### config.mk
export PLATFORM = sky130hd
export DESIGN_NAME = cpu_idle_load_meter
export DESIGN_NICKNAME = d
export VERILOG_FILES = /design/src/rtl/core/clm_pkg.sv /design/src/rtl/core/cpu_idle_load_meter.sv /design/src/rtl/core/clm_ram.sv /design/src/rtl/core/clm_queue.sv /design/src/rtl/core/clm_front.sv /design/src/rtl/core/clm_div.sv /design/src/rtl/core/clm_back.sv
export SDC_FILE = /design/constraint.sdc
export NUM_CORES = 2
export LEC_CHECK = 0
export BUFFER_PORTS_ARGS = -buffer_cell sky130_fd_sc_hd__buf_2
export CELL_PAD_IN_SITES_DETAIL_PLACEMENT = 0
export CELL_PAD_IN_SITES_GLOBAL_PLACEMENT = 1
export CORE_MARGIN = 2
export CORE_UTILIZATION = 40
export DETAILED_ROUTE_END_ITERATION = 6
export PLACE_DENSITY_LB_ADDON = 0.2
export SKIP_CTS_REPAIR_TIMING = 1
export SLEW_MARGIN = 20
export SYNTH_ARGS = -nofsm -noshare
export SYNTH_HDL_FRONTEND = slang
export SYNTH_SLANG_ARGS = --single-unit
### constraint.sdc
create_clock -name clock -period 8 [get_ports clock]
set_input_delay 0.8 -clock clock [delete_from_list [all_inputs] [get_ports clock]]
set_output_delay 0.8 -clock clock [all_outputs]
set_load 0.05 [all_outputs]
### src/rtl/core/clm_pkg.sv
`timescale 1ns / 1ps
// shared types, widths and constants of the cpu idle load meter
package clm_pkg;

   localparam int IDLE_W          = 32;
   localparam int FULL_W          = 36;
   localparam int PCT_W           = 7;
   localparam int Q15_W           = 15;
   localparam int FILL_OUT_W      = 5;
   localparam int DEFAULT_ENTRIES = 16;
   localparam int QUO_W           = Q15_W + 1;
   localparam int NUM_W           = FULL_W + Q15_W;
   localparam int STEP_W          = 5;
   localparam int QUEUE_DEPTH     = 2;

   localparam logic [STEP_W-1:0] PCT_STEPS = STEP_W'(PCT_W);
   localparam logic [STEP_W-1:0] Q15_STEPS = STEP_W'(QUO_W);
   localparam logic [Q15_W-1:0]  Q15_MAX   = '1;

   typedef enum logic [2:0] {
      ST_IDLE,
      ST_READ,
      ST_START,
      ST_DIV,
      ST_OUT
   } back_state_type;

   typedef enum logic [1:0] {
      OP_WIN_PCT,
      OP_WIN_Q15,
      OP_LAT_PCT,
      OP_LAT_Q15
   } util_op_type;

   typedef struct packed {
      logic              valid;
      logic [IDLE_W-1:0] delta;
   } delta_word_type;

   typedef struct packed {
      logic              start;
      logic [NUM_W-1:0]  num;
      logic [NUM_W-1:0]  den_sh;
      logic [STEP_W-1:0] steps;
   } div_req_type;

   typedef struct packed {
      logic             busy;
      logic             done;
      logic [QUO_W-1:0] quo;
   } div_stat_type;

   typedef struct packed {
      logic [PCT_W-1:0]      window_percent;
      logic [Q15_W-1:0]      window_q15;
      logic [PCT_W-1:0]      latest_percent;
      logic [Q15_W-1:0]      latest_q15;
      logic [FULL_W-1:0]     window_sum;
      logic [FULL_W-1:0]     peak_scaled;
      logic [FILL_OUT_W-1:0] entries_filled;
   } result_type;

endpackage

### src/rtl/core/cpu_idle_load_meter.sv
`timescale 1ns / 1ps
// cpu idle load meter top level
//
// req channel (valid/ready): one word per measurement tick, carrying the
//   free-running idle loop counter; the block takes the wrapping delta to
//   the previous word and pushes it into a two-word queue
// rsp channel (valid/ready): exactly one result word per request word, in
//   order: window and latest utilization as percent and q15, window sum,
//   peak delta times entries and the ring fill count
// csr port: csr_wr_en writes the 36 bit full scale idle count, no wait;
//   write it only while the block is idle
// sequence: the back end takes one word at a time (queue pop, ring read and
//   update, four divisions of 7, 16, 7 and 16 steps on the shared bit-serial
//   divider, each skipped when no utilization applies, then a result load)
// reset: ring, sum, peak, fill count, last sample and full scale go to
//   zero at once; the ring memory needs no clearing pass since the fill
//   count masks slots that were never written
// stall: a blocked rsp holds its word in the output register; the back end
//   then waits, the queue fills and req_ready drops after two more words
module cpu_idle_load_meter #(
   parameter int ENTRIES = clm_pkg::DEFAULT_ENTRIES
) (
   input  logic                           clock,
   input  logic                           reset,

   // configuration
   input  logic                           csr_wr_en,
   input  logic [clm_pkg::FULL_W-1:0]     csr_wr_data,

   // request words
   input  logic                           req_valid,
   output logic                           req_ready,
   input  logic [clm_pkg::IDLE_W-1:0]     req_idle_count,

   // result words
   output logic                           rsp_valid,
   input  logic                           rsp_ready,
   output logic [clm_pkg::PCT_W-1:0]      rsp_window_percent,
   output logic [clm_pkg::Q15_W-1:0]      rsp_window_q15,
   output logic [clm_pkg::PCT_W-1:0]      rsp_latest_percent,
   output logic [clm_pkg::Q15_W-1:0]      rsp_latest_q15,
   output logic [clm_pkg::FULL_W-1:0]     rsp_window_sum,
   output logic [clm_pkg::FULL_W-1:0]     rsp_peak_scaled,
   output logic [clm_pkg::FILL_OUT_W-1:0] rsp_entries_filled
);

   // full scale register
   logic [clm_pkg::FULL_W-1:0] full_scale_ff, full_scale_in;

   // front to queue to back
   clm_pkg::delta_word_type push;
   clm_pkg::delta_word_type head;
   logic                    queue_full;
   logic                    pop;

   // back to divider
   clm_pkg::div_req_type    div_req;
   clm_pkg::div_stat_type   div_stat;

   clm_pkg::result_type     rsp;

   assign full_scale_in = csr_wr_en ? csr_wr_data : full_scale_ff;

   always_ff @(posedge clock) begin
      if (reset) begin
         full_scale_ff <= '0;
      end else begin
         full_scale_ff <= full_scale_in;
      end
   end

   // delta forming and request handshake
   clm_front u_front (
      .clock          (clock),
      .reset          (reset),
      .req_valid      (req_valid),
      .req_ready      (req_ready),
      .req_idle_count (req_idle_count),
      .queue_full     (queue_full),
      .push           (push)
   );

   // decouples the two sides
   clm_queue u_queue (
      .clock (clock),
      .reset (reset),
      .push  (push),
      .full  (queue_full),
      .pop   (pop),
      .head  (head)
   );

   // ring, sums and utilization sequencing
   clm_back #(
      .ENTRIES (ENTRIES)
   ) u_back (
      .clock      (clock),
      .reset      (reset),
      .full_scale (full_scale_ff),
      .head       (head),
      .pop        (pop),
      .div_req    (div_req),
      .div_stat   (div_stat),
      .rsp_valid  (rsp_valid),
      .rsp_ready  (rsp_ready),
      .rsp        (rsp)
   );

   // shared bit-serial divider
   clm_div u_div (
      .clock (clock),
      .reset (reset),
      .req   (div_req),
      .stat  (div_stat)
   );

   assign rsp_window_percent = rsp.window_percent;
   assign rsp_window_q15     = rsp.window_q15;
   assign rsp_latest_percent = rsp.latest_percent;
   assign rsp_latest_q15     = rsp.latest_q15;
   assign rsp_window_sum     = rsp.window_sum;
   assign rsp_peak_scaled    = rsp.peak_scaled;
   assign rsp_entries_filled = rsp.entries_filled;

endmodule

### src/rtl/core/clm_ram.sv
`timescale 1ns / 1ps
// generic single write port ram with registered read
module clm_ram #(
   parameter int WIDTH = 32,
   parameter int DEPTH = 16
) (
   input  logic                     clock,
   input  logic                     wr_en,
   input  logic [$clog2(DEPTH)-1:0] wr_addr,
   input  logic [WIDTH-1:0]         wr_data,
   input  logic                     rd_en,
   input  logic [$clog2(DEPTH)-1:0] rd_addr,
   output logic [WIDTH-1:0]         rd_data
);

   logic [WIDTH-1:0] mem_ff [DEPTH];
   logic [WIDTH-1:0] rd_data_ff;

   always_ff @(posedge clock) begin
      if (wr_en) begin
         mem_ff[wr_addr] <= wr_data;
      end
      if (rd_en) begin
         rd_data_ff <= mem_ff[rd_addr];
      end
   end

   assign rd_data = rd_data_ff;

endmodule

### src/rtl/core/clm_queue.sv
`timescale 1ns / 1ps
// short queue of idle deltas between front and back
module clm_queue (
   input  logic                    clock,
   input  logic                    reset,
   input  clm_pkg::delta_word_type push,
   output logic                    full,
   input  logic                    pop,
   output clm_pkg::delta_word_type head
);

   localparam int PTR_W = $clog2(clm_pkg::QUEUE_DEPTH);
   localparam int CNT_W = $clog2(clm_pkg::QUEUE_DEPTH + 1);
   localparam logic [PTR_W-1:0] LAST_PTR = PTR_W'(clm_pkg::QUEUE_DEPTH - 1);
   localparam logic [CNT_W-1:0] CNT_MAX  = CNT_W'(clm_pkg::QUEUE_DEPTH);

   logic [clm_pkg::IDLE_W-1:0] entry_ff [clm_pkg::QUEUE_DEPTH];
   logic [PTR_W-1:0]           wr_ptr_ff, wr_ptr_in;
   logic [PTR_W-1:0]           rd_ptr_ff, rd_ptr_in;
   logic [CNT_W-1:0]           count_ff, count_in;
   logic                       do_push;
   logic                       do_pop;

   always_comb begin
      do_push   = push.valid && (count_ff != CNT_MAX);
      do_pop    = pop && (count_ff != '0);
      wr_ptr_in = wr_ptr_ff;
      rd_ptr_in = rd_ptr_ff;
      count_in  = count_ff;
      if (do_push) begin
         wr_ptr_in = (wr_ptr_ff == LAST_PTR) ? '0 : wr_ptr_ff + 1'b1;
      end
      if (do_pop) begin
         rd_ptr_in = (rd_ptr_ff == LAST_PTR) ? '0 : rd_ptr_ff + 1'b1;
      end
      if (do_push && !do_pop) begin
         count_in = count_ff + 1'b1;
      end else if (do_pop && !do_push) begin
         count_in = count_ff - 1'b1;
      end
   end

   always_ff @(posedge clock) begin
      if (reset) begin
         wr_ptr_ff <= '0;
         rd_ptr_ff <= '0;
         count_ff  <= '0;
      end else begin
         wr_ptr_ff <= wr_ptr_in;
         rd_ptr_ff <= rd_ptr_in;
         count_ff  <= count_in;
      end
   end

   always_ff @(posedge clock) begin
      if (do_push) begin
         entry_ff[wr_ptr_ff] <= push.delta;
      end
   end

   assign full       = (count_ff == CNT_MAX);
   assign head.valid = (count_ff != '0);
   assign head.delta = entry_ff[rd_ptr_ff];

endmodule

### src/rtl/core/clm_front.sv
`timescale 1ns / 1ps
// input side: takes idle counter words and forms wrapping deltas
module clm_front (
   input  logic                       clock,
   input  logic                       reset,
   input  logic                       req_valid,
   output logic                       req_ready,
   input  logic [clm_pkg::IDLE_W-1:0] req_idle_count,
   input  logic                       queue_full,
   output clm_pkg::delta_word_type    push
);

   logic [clm_pkg::IDLE_W-1:0] last_idle_ff, last_idle_in;
   logic                       accept;

   always_comb begin
      req_ready    = !queue_full;
      accept       = req_valid && req_ready;
      last_idle_in = accept ? req_idle_count : last_idle_ff;
      push.valid   = accept;
      // modulo 2^32 difference, so a counter wrap is handled for free
      push.delta   = req_idle_count - last_idle_ff;
   end

   always_ff @(posedge clock) begin
      if (reset) begin
         last_idle_ff <= '0;
      end else begin
         last_idle_ff <= last_idle_in;
      end
   end

endmodule

### src/rtl/core/clm_div.sv
`timescale 1ns / 1ps
// iterative restoring divider, one quotient bit per cycle
module clm_div (
   input  logic                 clock,
   input  logic                 reset,
   input  clm_pkg::div_req_type req,
   output clm_pkg::div_stat_type stat
);

   logic [clm_pkg::NUM_W-1:0]  rem_ff, rem_in;
   logic [clm_pkg::NUM_W-1:0]  dsh_ff, dsh_in;
   logic [clm_pkg::QUO_W-1:0]  quo_ff, quo_in;
   logic [clm_pkg::STEP_W-1:0] cnt_ff, cnt_in;
   logic                       busy_ff, busy_in;
   logic                       done_ff, done_in;
   logic                       fits;

   always_comb begin
      fits    = (rem_ff >= dsh_ff);
      rem_in  = rem_ff;
      dsh_in  = dsh_ff;
      quo_in  = quo_ff;
      cnt_in  = cnt_ff;
      busy_in = busy_ff;
      done_in = 1'b0;
      if (req.start) begin
         rem_in  = req.num;
         dsh_in  = req.den_sh;
         quo_in  = '0;
         cnt_in  = req.steps;
         busy_in = 1'b1;
      end else if (busy_ff) begin
         rem_in = fits ? rem_ff - dsh_ff : rem_ff;
         dsh_in = dsh_ff >> 1;
         quo_in = {quo_ff[clm_pkg::QUO_W-2:0], fits};
         cnt_in = cnt_ff - 1'b1;
         if (cnt_ff == clm_pkg::STEP_W'(1)) begin
            busy_in = 1'b0;
            done_in = 1'b1;
         end
      end
   end

   always_ff @(posedge clock) begin
      if (reset) begin
         busy_ff <= 1'b0;
         done_ff <= 1'b0;
         cnt_ff  <= '0;
      end else begin
         busy_ff <= busy_in;
         done_ff <= done_in;
         cnt_ff  <= cnt_in;
      end
   end

   always_ff @(posedge clock) begin
      rem_ff <= rem_in;
      dsh_ff <= dsh_in;
      quo_ff <= quo_in;
   end

   assign stat.busy = busy_ff;
   assign stat.done = done_ff;
   assign stat.quo  = quo_ff;

endmodule

### src/rtl/core/clm_back.sv
`timescale 1ns / 1ps
// back side: delta ring, window sum, peak, utilization sequencer, result register
module clm_back #(
   parameter int ENTRIES = clm_pkg::DEFAULT_ENTRIES
) (
   input  logic                       clock,
   input  logic                       reset,
   input  logic [clm_pkg::FULL_W-1:0] full_scale,
   input  clm_pkg::delta_word_type    head,
   output logic                       pop,
   output clm_pkg::div_req_type       div_req,
   input  clm_pkg::div_stat_type      div_stat,
   output logic                       rsp_valid,
   input  logic                       rsp_ready,
   output clm_pkg::result_type        rsp
);

   localparam int SLOT_W  = $clog2(ENTRIES);
   localparam int FILL_W  = $clog2(ENTRIES + 1);
   localparam int SCALE_W = $clog2(ENTRIES + 1);
   localparam int SUM_W   = clm_pkg::IDLE_W + SCALE_W;
   localparam int CMP_W   = (SUM_W > clm_pkg::FULL_W) ? SUM_W : clm_pkg::FULL_W;
   localparam logic [SLOT_W-1:0]  LAST_SLOT = SLOT_W'(ENTRIES - 1);
   localparam logic [FILL_W-1:0]  FILL_MAX  = FILL_W'(ENTRIES);
   localparam logic [SCALE_W-1:0] SCALE     = SCALE_W'(ENTRIES);

   clm_pkg::back_state_type    state_ff, state_in;
   clm_pkg::util_op_type       op_ff, op_in, op_next;
   logic [clm_pkg::IDLE_W-1:0] delta_ff, delta_in;
   logic [SLOT_W-1:0]          slot_ff, slot_in;
   logic [FILL_W-1:0]          fill_ff, fill_in;
   logic [SUM_W-1:0]           sum_ff, sum_in;
   logic [clm_pkg::IDLE_W-1:0] peak_ff, peak_in;
   logic [SUM_W-1:0]           latest_ff, latest_in;
   logic [clm_pkg::PCT_W-1:0]  win_pct_ff, win_pct_in;
   logic [clm_pkg::Q15_W-1:0]  win_q15_ff, win_q15_in;
   logic [clm_pkg::PCT_W-1:0]  lat_pct_ff, lat_pct_in;
   logic [clm_pkg::Q15_W-1:0]  lat_q15_ff, lat_q15_in;
   logic                       rsp_valid_ff, rsp_valid_in;
   clm_pkg::result_type        rsp_ff, rsp_in;

   logic                       ram_rd_en;
   logic                       ram_wr_en;
   logic [clm_pkg::IDLE_W-1:0] ram_rd_data;
   logic [clm_pkg::IDLE_W-1:0] old_delta;
   logic [SUM_W-1:0]           sum_next;

   logic                       is_q15;
   logic                       is_latest;
   logic [CMP_W-1:0]           x_cmp;
   logic [CMP_W-1:0]           full_cmp;
   logic [CMP_W-1:0]           rest_wide;
   logic [clm_pkg::FULL_W-1:0] rest;
   logic [clm_pkg::NUM_W-1:0]  rest_num;
   logic                       no_util;
   logic                       store;
   logic [clm_pkg::QUO_W-1:0]  util_val;
   logic [clm_pkg::PCT_W-1:0]  pct_val;
   logic [clm_pkg::Q15_W-1:0]  q15_val;
   logic                       load_out;

   logic [SUM_W+clm_pkg::FULL_W-1:0]      sum_pad;
   logic [SUM_W+clm_pkg::FULL_W-1:0]      peak_pad;
   logic [SUM_W-1:0]                      peak_scaled;
   logic [FILL_W+clm_pkg::FILL_OUT_W-1:0] fill_pad;

   clm_ram #(
      .WIDTH (clm_pkg::IDLE_W),
      .DEPTH (ENTRIES)
   ) u_ring (
      .clock   (clock),
      .wr_en   (ram_wr_en),
      .wr_addr (slot_ff),
      .wr_data (delta_ff),
      .rd_en   (ram_rd_en),
      .rd_addr (slot_ff),
      .rd_data (ram_rd_data)
   );

   // operand selection and utilization arithmetic
   always_comb begin
      // slots not yet written since reset count as zero; before the ring is
      // full the write slot always points at such a slot
      old_delta = (fill_ff == FILL_MAX) ? ram_rd_data : '0;
      sum_next  = sum_ff - SUM_W'(old_delta) + SUM_W'(delta_ff);

      is_q15    = (op_ff == clm_pkg::OP_WIN_Q15) || (op_ff == clm_pkg::OP_LAT_Q15);
      is_latest = (op_ff == clm_pkg::OP_LAT_PCT) || (op_ff == clm_pkg::OP_LAT_Q15);
      x_cmp     = is_latest ? CMP_W'(latest_ff) : CMP_W'(sum_ff);
      full_cmp  = CMP_W'(full_scale);
      no_util   = (full_scale == '0) || (x_cmp > full_cmp);
      rest_wide = full_cmp - x_cmp;
      rest      = rest_wide[clm_pkg::FULL_W-1:0];
      rest_num  = clm_pkg::NUM_W'(rest);

      // rest * 100 as shifts; rest * 32768 as a shift
      div_req.num = is_q15 ? (rest_num << clm_pkg::Q15_W)
                           : (rest_num << 6) + (rest_num << 5) + (rest_num << 2);
      div_req.den_sh = is_q15 ? (clm_pkg::NUM_W'(full_scale) << (clm_pkg::QUO_W - 1))
                              : (clm_pkg::NUM_W'(full_scale) << (clm_pkg::PCT_W - 1));
      div_req.steps  = is_q15 ? clm_pkg::Q15_STEPS : clm_pkg::PCT_STEPS;
      div_req.start  = (state_ff == clm_pkg::ST_START) && !no_util;

      util_val = (state_ff == clm_pkg::ST_DIV) ? div_stat.quo : '0;
      pct_val  = util_val[clm_pkg::PCT_W-1:0];
      // an idle ratio of one gives 32768, clipped to the top of q15
      q15_val  = util_val[clm_pkg::QUO_W-1] ? clm_pkg::Q15_MAX
                                             : util_val[clm_pkg::Q15_W-1:0];
   end

   always_comb begin
      unique case (op_ff)
         clm_pkg::OP_WIN_PCT: op_next = clm_pkg::OP_WIN_Q15;
         clm_pkg::OP_WIN_Q15: op_next = clm_pkg::OP_LAT_PCT;
         clm_pkg::OP_LAT_PCT: op_next = clm_pkg::OP_LAT_Q15;
         clm_pkg::OP_LAT_Q15: op_next = clm_pkg::OP_WIN_PCT;
         default:             op_next = clm_pkg::OP_WIN_PCT;
      endcase
   end

   // saturated and truncated result fields
   always_comb begin
      peak_scaled = SUM_W'(peak_ff) * SUM_W'(SCALE);
      sum_pad     = {{clm_pkg::FULL_W{1'b0}}, sum_ff};
      peak_pad    = {{clm_pkg::FULL_W{1'b0}}, peak_scaled};
      fill_pad    = {{clm_pkg::FILL_OUT_W{1'b0}}, fill_ff};

      rsp_in.window_percent = win_pct_ff;
      rsp_in.window_q15     = win_q15_ff;
      rsp_in.latest_percent = lat_pct_ff;
      rsp_in.latest_q15     = lat_q15_ff;
      rsp_in.window_sum     = (|sum_pad[SUM_W+clm_pkg::FULL_W-1:clm_pkg::FULL_W])
                              ? '1 : sum_pad[clm_pkg::FULL_W-1:0];
      rsp_in.peak_scaled    = (|peak_pad[SUM_W+clm_pkg::FULL_W-1:clm_pkg::FULL_W])
                              ? '1 : peak_pad[clm_pkg::FULL_W-1:0];
      rsp_in.entries_filled = fill_pad[clm_pkg::FILL_OUT_W-1:0];
   end

   // sequencer
   always_comb begin
      state_in   = state_ff;
      op_in      = op_ff;
      delta_in   = delta_ff;
      slot_in    = slot_ff;
      fill_in    = fill_ff;
      sum_in     = sum_ff;
      peak_in    = peak_ff;
      latest_in  = latest_ff;
      win_pct_in = win_pct_ff;
      win_q15_in = win_q15_ff;
      lat_pct_in = lat_pct_ff;
      lat_q15_in = lat_q15_ff;
      pop        = 1'b0;
      ram_rd_en  = 1'b0;
      ram_wr_en  = 1'b0;
      store      = 1'b0;
      load_out   = (state_ff == clm_pkg::ST_OUT) && (!rsp_valid_ff || rsp_ready);

      unique case (state_ff)
         clm_pkg::ST_IDLE: begin
            if (head.valid) begin
               pop       = 1'b1;
               ram_rd_en = 1'b1;
               delta_in  = head.delta;
               state_in  = clm_pkg::ST_READ;
            end
         end
         clm_pkg::ST_READ: begin
            ram_wr_en = 1'b1;
            sum_in    = sum_next;
            slot_in   = (slot_ff == LAST_SLOT) ? '0 : slot_ff + 1'b1;
            fill_in   = (fill_ff == FILL_MAX) ? fill_ff : fill_ff + 1'b1;
            peak_in   = (delta_ff > peak_ff) ? delta_ff : peak_ff;
            latest_in = SUM_W'(delta_ff) * SUM_W'(SCALE);
            op_in     = clm_pkg::OP_WIN_PCT;
            state_in  = clm_pkg::ST_START;
         end
         clm_pkg::ST_START: begin
            if (no_util) begin
               store = 1'b1;
            end else begin
               state_in = clm_pkg::ST_DIV;
            end
         end
         clm_pkg::ST_DIV: begin
            store = div_stat.done;
         end
         clm_pkg::ST_OUT: begin
            if (load_out) begin
               state_in = clm_pkg::ST_IDLE;
            end
         end
         default: begin
            state_in = clm_pkg::ST_IDLE;
         end
      endcase

      if (store) begin
         unique case (op_ff)
            clm_pkg::OP_WIN_PCT: win_pct_in = pct_val;
            clm_pkg::OP_WIN_Q15: win_q15_in = q15_val;
            clm_pkg::OP_LAT_PCT: lat_pct_in = pct_val;
            clm_pkg::OP_LAT_Q15: lat_q15_in = q15_val;
            default:             win_pct_in = pct_val;
         endcase
         op_in    = op_next;
         state_in = (op_ff == clm_pkg::OP_LAT_Q15) ? clm_pkg::ST_OUT : clm_pkg::ST_START;
      end

      if (load_out) begin
         rsp_valid_in = 1'b1;
      end else if (rsp_ready) begin
         rsp_valid_in = 1'b0;
      end else begin
         rsp_valid_in = rsp_valid_ff;
      end
   end

   always_ff @(posedge clock) begin
      if (reset) begin
         state_ff     <= clm_pkg::ST_IDLE;
         op_ff        <= clm_pkg::OP_WIN_PCT;
         slot_ff      <= '0;
         fill_ff      <= '0;
         sum_ff       <= '0;
         peak_ff      <= '0;
         rsp_valid_ff <= 1'b0;
      end else begin
         state_ff     <= state_in;
         op_ff        <= op_in;
         slot_ff      <= slot_in;
         fill_ff      <= fill_in;
         sum_ff       <= sum_in;
         peak_ff      <= peak_in;
         rsp_valid_ff <= rsp_valid_in;
      end
   end

   always_ff @(posedge clock) begin
      delta_ff   <= delta_in;
      latest_ff  <= latest_in;
      win_pct_ff <= win_pct_in;
      win_q15_ff <= win_q15_in;
      lat_pct_ff <= lat_pct_in;
      lat_q15_ff <= lat_q15_in;
      if (load_out) begin
         rsp_ff <= rsp_in;
      end
   end

   assign rsp_valid = rsp_valid_ff;
   assign rsp       = rsp_ff;

   a_fill_bound: assert property (@(posedge clock) disable iff (reset)
      fill_ff <= FILL_MAX)
      else $error("fill count beyond ring depth");

   a_slot_tracks_fill: assert property (@(posedge clock) disable iff (reset)
      (fill_ff != FILL_MAX) |-> (FILL_W'(slot_ff) == fill_ff))
      else $error("write slot out of step with fill count before ring is full");

   a_start_when_free: assert property (@(posedge clock) disable iff (reset)
      div_req.start |-> !div_stat.busy)
      else $error("divider started while busy");

   a_done_in_div: assert property (@(posedge clock) disable iff (reset)
      div_stat.done |-> (state_ff == clm_pkg::ST_DIV))
      else $error("divider finished outside the divide state");

endmodule

==> qor.csv <==
stage;metric;value;unit
clock_tree;clockRootBuffer;clkbuf_16;
setup_path;crit_buf_inv;4;
setup_path;rr_endpoint;u_div.rem_ff[39];
routing;post_drt_wl_per_cell;21.1;um
timing;max_freq;0.133;GHz
clock_tree;clk-insertion-delay-late;0.76;ns
floorplan;fp.dieH;377;um
timing;report.final.slew_viol_count;0;
floorplan;design.portCount;196;
logic_synthesis;postSynthAreaPerCell;12.6;um2
timing;total_count_of_hold_check_failures_in_the_final_report;0;
setup_path;path_max_fanout;10;
outcome;result_of_the_run;completed;
layout;num-nets-final;5174;
logic_synthesis;synth_ff_type;edfxtp_1;
layout;fin_area;64000;um2
clock_tree;cts_tree;yes;
global_routing;grt_max_degree;100;
routing;routed_wl;141;mm
timing;tightest_slew;1.00;ns
floorplan;row_cnt;136;
global_routing;grt_antenna_before_repair;1;
timing;final-setup-viol-count;0;
logic_synthesis;synth_cells;4423;
timing;post_route_skew;0.0477;ns
worst_hold_path;timing.hold.worst.class;in -> reg;
floorplan;die_width;377;um
logic_synthesis;asyncSetResetFlopFracSynth;0;%
timing;post_layout_min_period;7.54;ns
placed_design;placement.cell_area;59700;um2
run;max_cap_viol_count;0;
routing;via_count;35000;
logic_synthesis;netlist-cell-type-count;90;
clock_tree;clk_pin_slew;0.06;ns
worst_hold_path;hp-start;csr_wr_data[22];
routing;antenna_violating_nets_post_route;0;
setup_path;critPathArrivalTime;8.07;ns
layout;drive_above_1_share;18.7;%
layout;most-common-layout-cells;edfxtp_1 (935), inv_1 (399), nor2_1 (311);
setup_path;r2r_start;u_back.op_ff[0];
clock_tree;cts_made_buffers;118;
layout;mostFrequentLayoutCell;edfxtp_1;
routing;vias_per_cell;5.25;
logic_synthesis;yosys_warnings;0;
global_routing;vias_in_the_first_global_route;35200;
clock_tree;clock_tree.buffer_depth;3;
setup_path;timing.reg2reg.worst_path_depth;38;
logic_synthesis;synth_area;55600;um2
layout;areaGrowthSynthToFinish;15.1;%
setup_path;crit_top_cell;a21o_1;
logic_synthesis;count_of_flip_flops_with_a_built_in_enable_after_synthesis;935;
timing;post-route-period-util;94.3;%
clock_tree;clock-sinks;1114;
worst_hold_path;min_delay_worst_endpoint;full_scale_ff[22];
placed_design;gp_congestion;0.875;
global_routing;grt.total_usage;19.8;%
routing;drt_first_pass_iters;5;
logic_synthesis;synth.ff_latch_count;1114;
timing;maxSlewHeadroom;33.3;%
floorplan;floorplan.die_area;142000;um2
placed_design;port_buffers;191;
worst_hold_path;min_path_cells;3;
setup_path;endpoint_kind;flop;
logic_synthesis;yosysSeqAreaShare;57.0;%
routing;drc;0;
setup_path;rrSetupSlack;0.46;ns
setup_path;cp-start-kind;flop;
routing;drt_iter0_markers;2831;
setup_path;critical-path-top-delay-family;compound AO/OA/AOI/OAI gates;
floorplan;placeableCoreArea;138000;um2
setup_path;slowest_stage;mux2_2;
setup_path;critical_path_class;reg -> reg;
setup_path;critical-path-max-stage-delay;0.38;ns
placed_design;hpwl_dp;97.3;mm
clock_tree;htreeDepth;3;
floorplan;start_util;40.4;%
global_routing;globalRouteOverflowTotal;0;
setup_path;cp_data_required_time;8.52;ns
global_routing;grt_first_pass_wirelength;215;mm
-- flip-flops by register name, summed over array words and instances, names as in the netlist, 16 cells and up --
register / cells
u_div.rem_ff: 51
u_div.quo_ff: 16
u_back.u_ring.rd_data: 32
u_queue.entry_ff: 64
u_div.dsh_ff: 51
u_back.rsp: 117
u_back.peak_ff: 32
u_back.u_ring.mem_ff: 512
u_back.delta_ff: 32
u_front.last_idle_ff: 32
u_back.sum_ff: 37
u_back.latest_ff: 32
full_scale_ff: 36
-- per-stage QoR --
stage / util, % / setup TNS (ns) / std cells / hold WS (ns) / setup WS [ns]
2_1_floorplan: - / -0.0458 / 4426 / 0.400 / -0.0458
3_3_place_gp: 43.4 / 0 / 6427 / 0.401 / 0.0504
3_5_place_dp: 43.4 / -0.000258 / 6427 / 0.405 / -0.000258
4_1_cts: 46.3 / -0.00172 / 6650 / 0.222 / -0.00172
5_1_grt: 46.5 / -0.0532 / 6655 / 0.273 / -0.0261
6_report: 46.5 / 0 / 6657 / 0.278 / 0.457
-- Yosys cell counts (all sizes together) (35+ instances only) --
| cell type | count | area, um2 |
|---|---|---|
| o21bai | 35 | 263 |
| o21ai | 166 | 838 |
| a31oi | 45 | 282 |
| edfxtp | 935 | 28100 |
| a21o | 122 | 917 |
| nor2b | 45 | 282 |
| xor2 | 73 | 647 |
| fa | 37 | 741 |
| mux2i | 94 | 941 |
| nor2 | 327 | 1230 |
| or2 | 47 | 294 |
| nand2b | 41 | 257 |
| clkbuf | 133 | 499 |
| xnor2 | 120 | 1050 |
| ha | 306 | 3830 |
| and2 | 55 | 345 |
| nor3 | 49 | 250 |
| nand2 | 311 | 1170 |
| nand3 | 67 | 335 |
| inv | 399 | 1500 |
| mux4 | 160 | 3600 |
| dfxtp | 179 | 3580 |
| a21oi | 278 | 1410 |
| mux2 | 61 | 687 |
-- area by class of cell --
| cell class | count | area (um2) |
|---|---|---|
| clock inverter | 75 | 865 |
| clock buffer | 148 | 3150 |
| timing repair buffer | 368 | 2320 |
| tap | 1794 | 2240 |
| antenna | 2 | 5.00 |
| multi-input combinational | 2755 | 22200 |
| sequential | 1114 | 31700 |
| fill | 12400 | 73700 |
| inverter | 401 | 1510 |
-- how the worst max path moves through the flow --
stage	from	endpoint	slack (ns)	depth (start not counted)
3_5_place_dp	u_back.op_ff[0]	u_div.rem_ff[37]	-0.0003	44
4_1_cts	u_back.op_ff[0]	u_div.rem_ff[37]	-0.002	44
5_1_grt	u_back.op_ff[0]	u_div.rem_ff[37]	-0.03	44
6_report	u_back.op_ff[0]	u_div.rem_ff[39]	0.46	38
3_3_place_gp	u_back.op_ff[0]	u_div.rem_ff[39]	0.05	41
2_1_floorplan	u_back.op_ff[0]	u_div.rem_ff[39]	-0.05	42
-- routing by layer --
metal	global-route usage [%]	vias up	wire [um]
li1	-	16800	-
met1	26.3	17300	62200
met3	2.46	171	5820
met5	0	-	0
met4	6.09	0	3710
met2	34.0	676	69000
-- tightest hold or removal path: stages --
cell and delay, ns:
buf_2 0.07, mux2i_1 0.05, nor2_1 0.07
-- logic make-up (layout without fill, tap and decap cells) --
| logic type | after synthesis | in the layout | share of synthesized area [%] |
|---|---|---|---|
| xor+xnor | 193 | 193 | 3.05 |
| simple gates | 1054 | 1054 | 8.84 |
| buf+inv | 557 | 992 | 3.80 |
| other cells | 1 | 6 | 0.00675 |
| mux | 315 | 315 | 9.41 |
| compound gates | 846 | 846 | 9.72 |
| flops | 1114 | 1114 | 57.0 |
| fa+ha+maj | 343 | 343 | 8.22 |
Power is not shown: default switching activity piles up to over one toggle a cycle in this logic, so the estimate is an artifact.
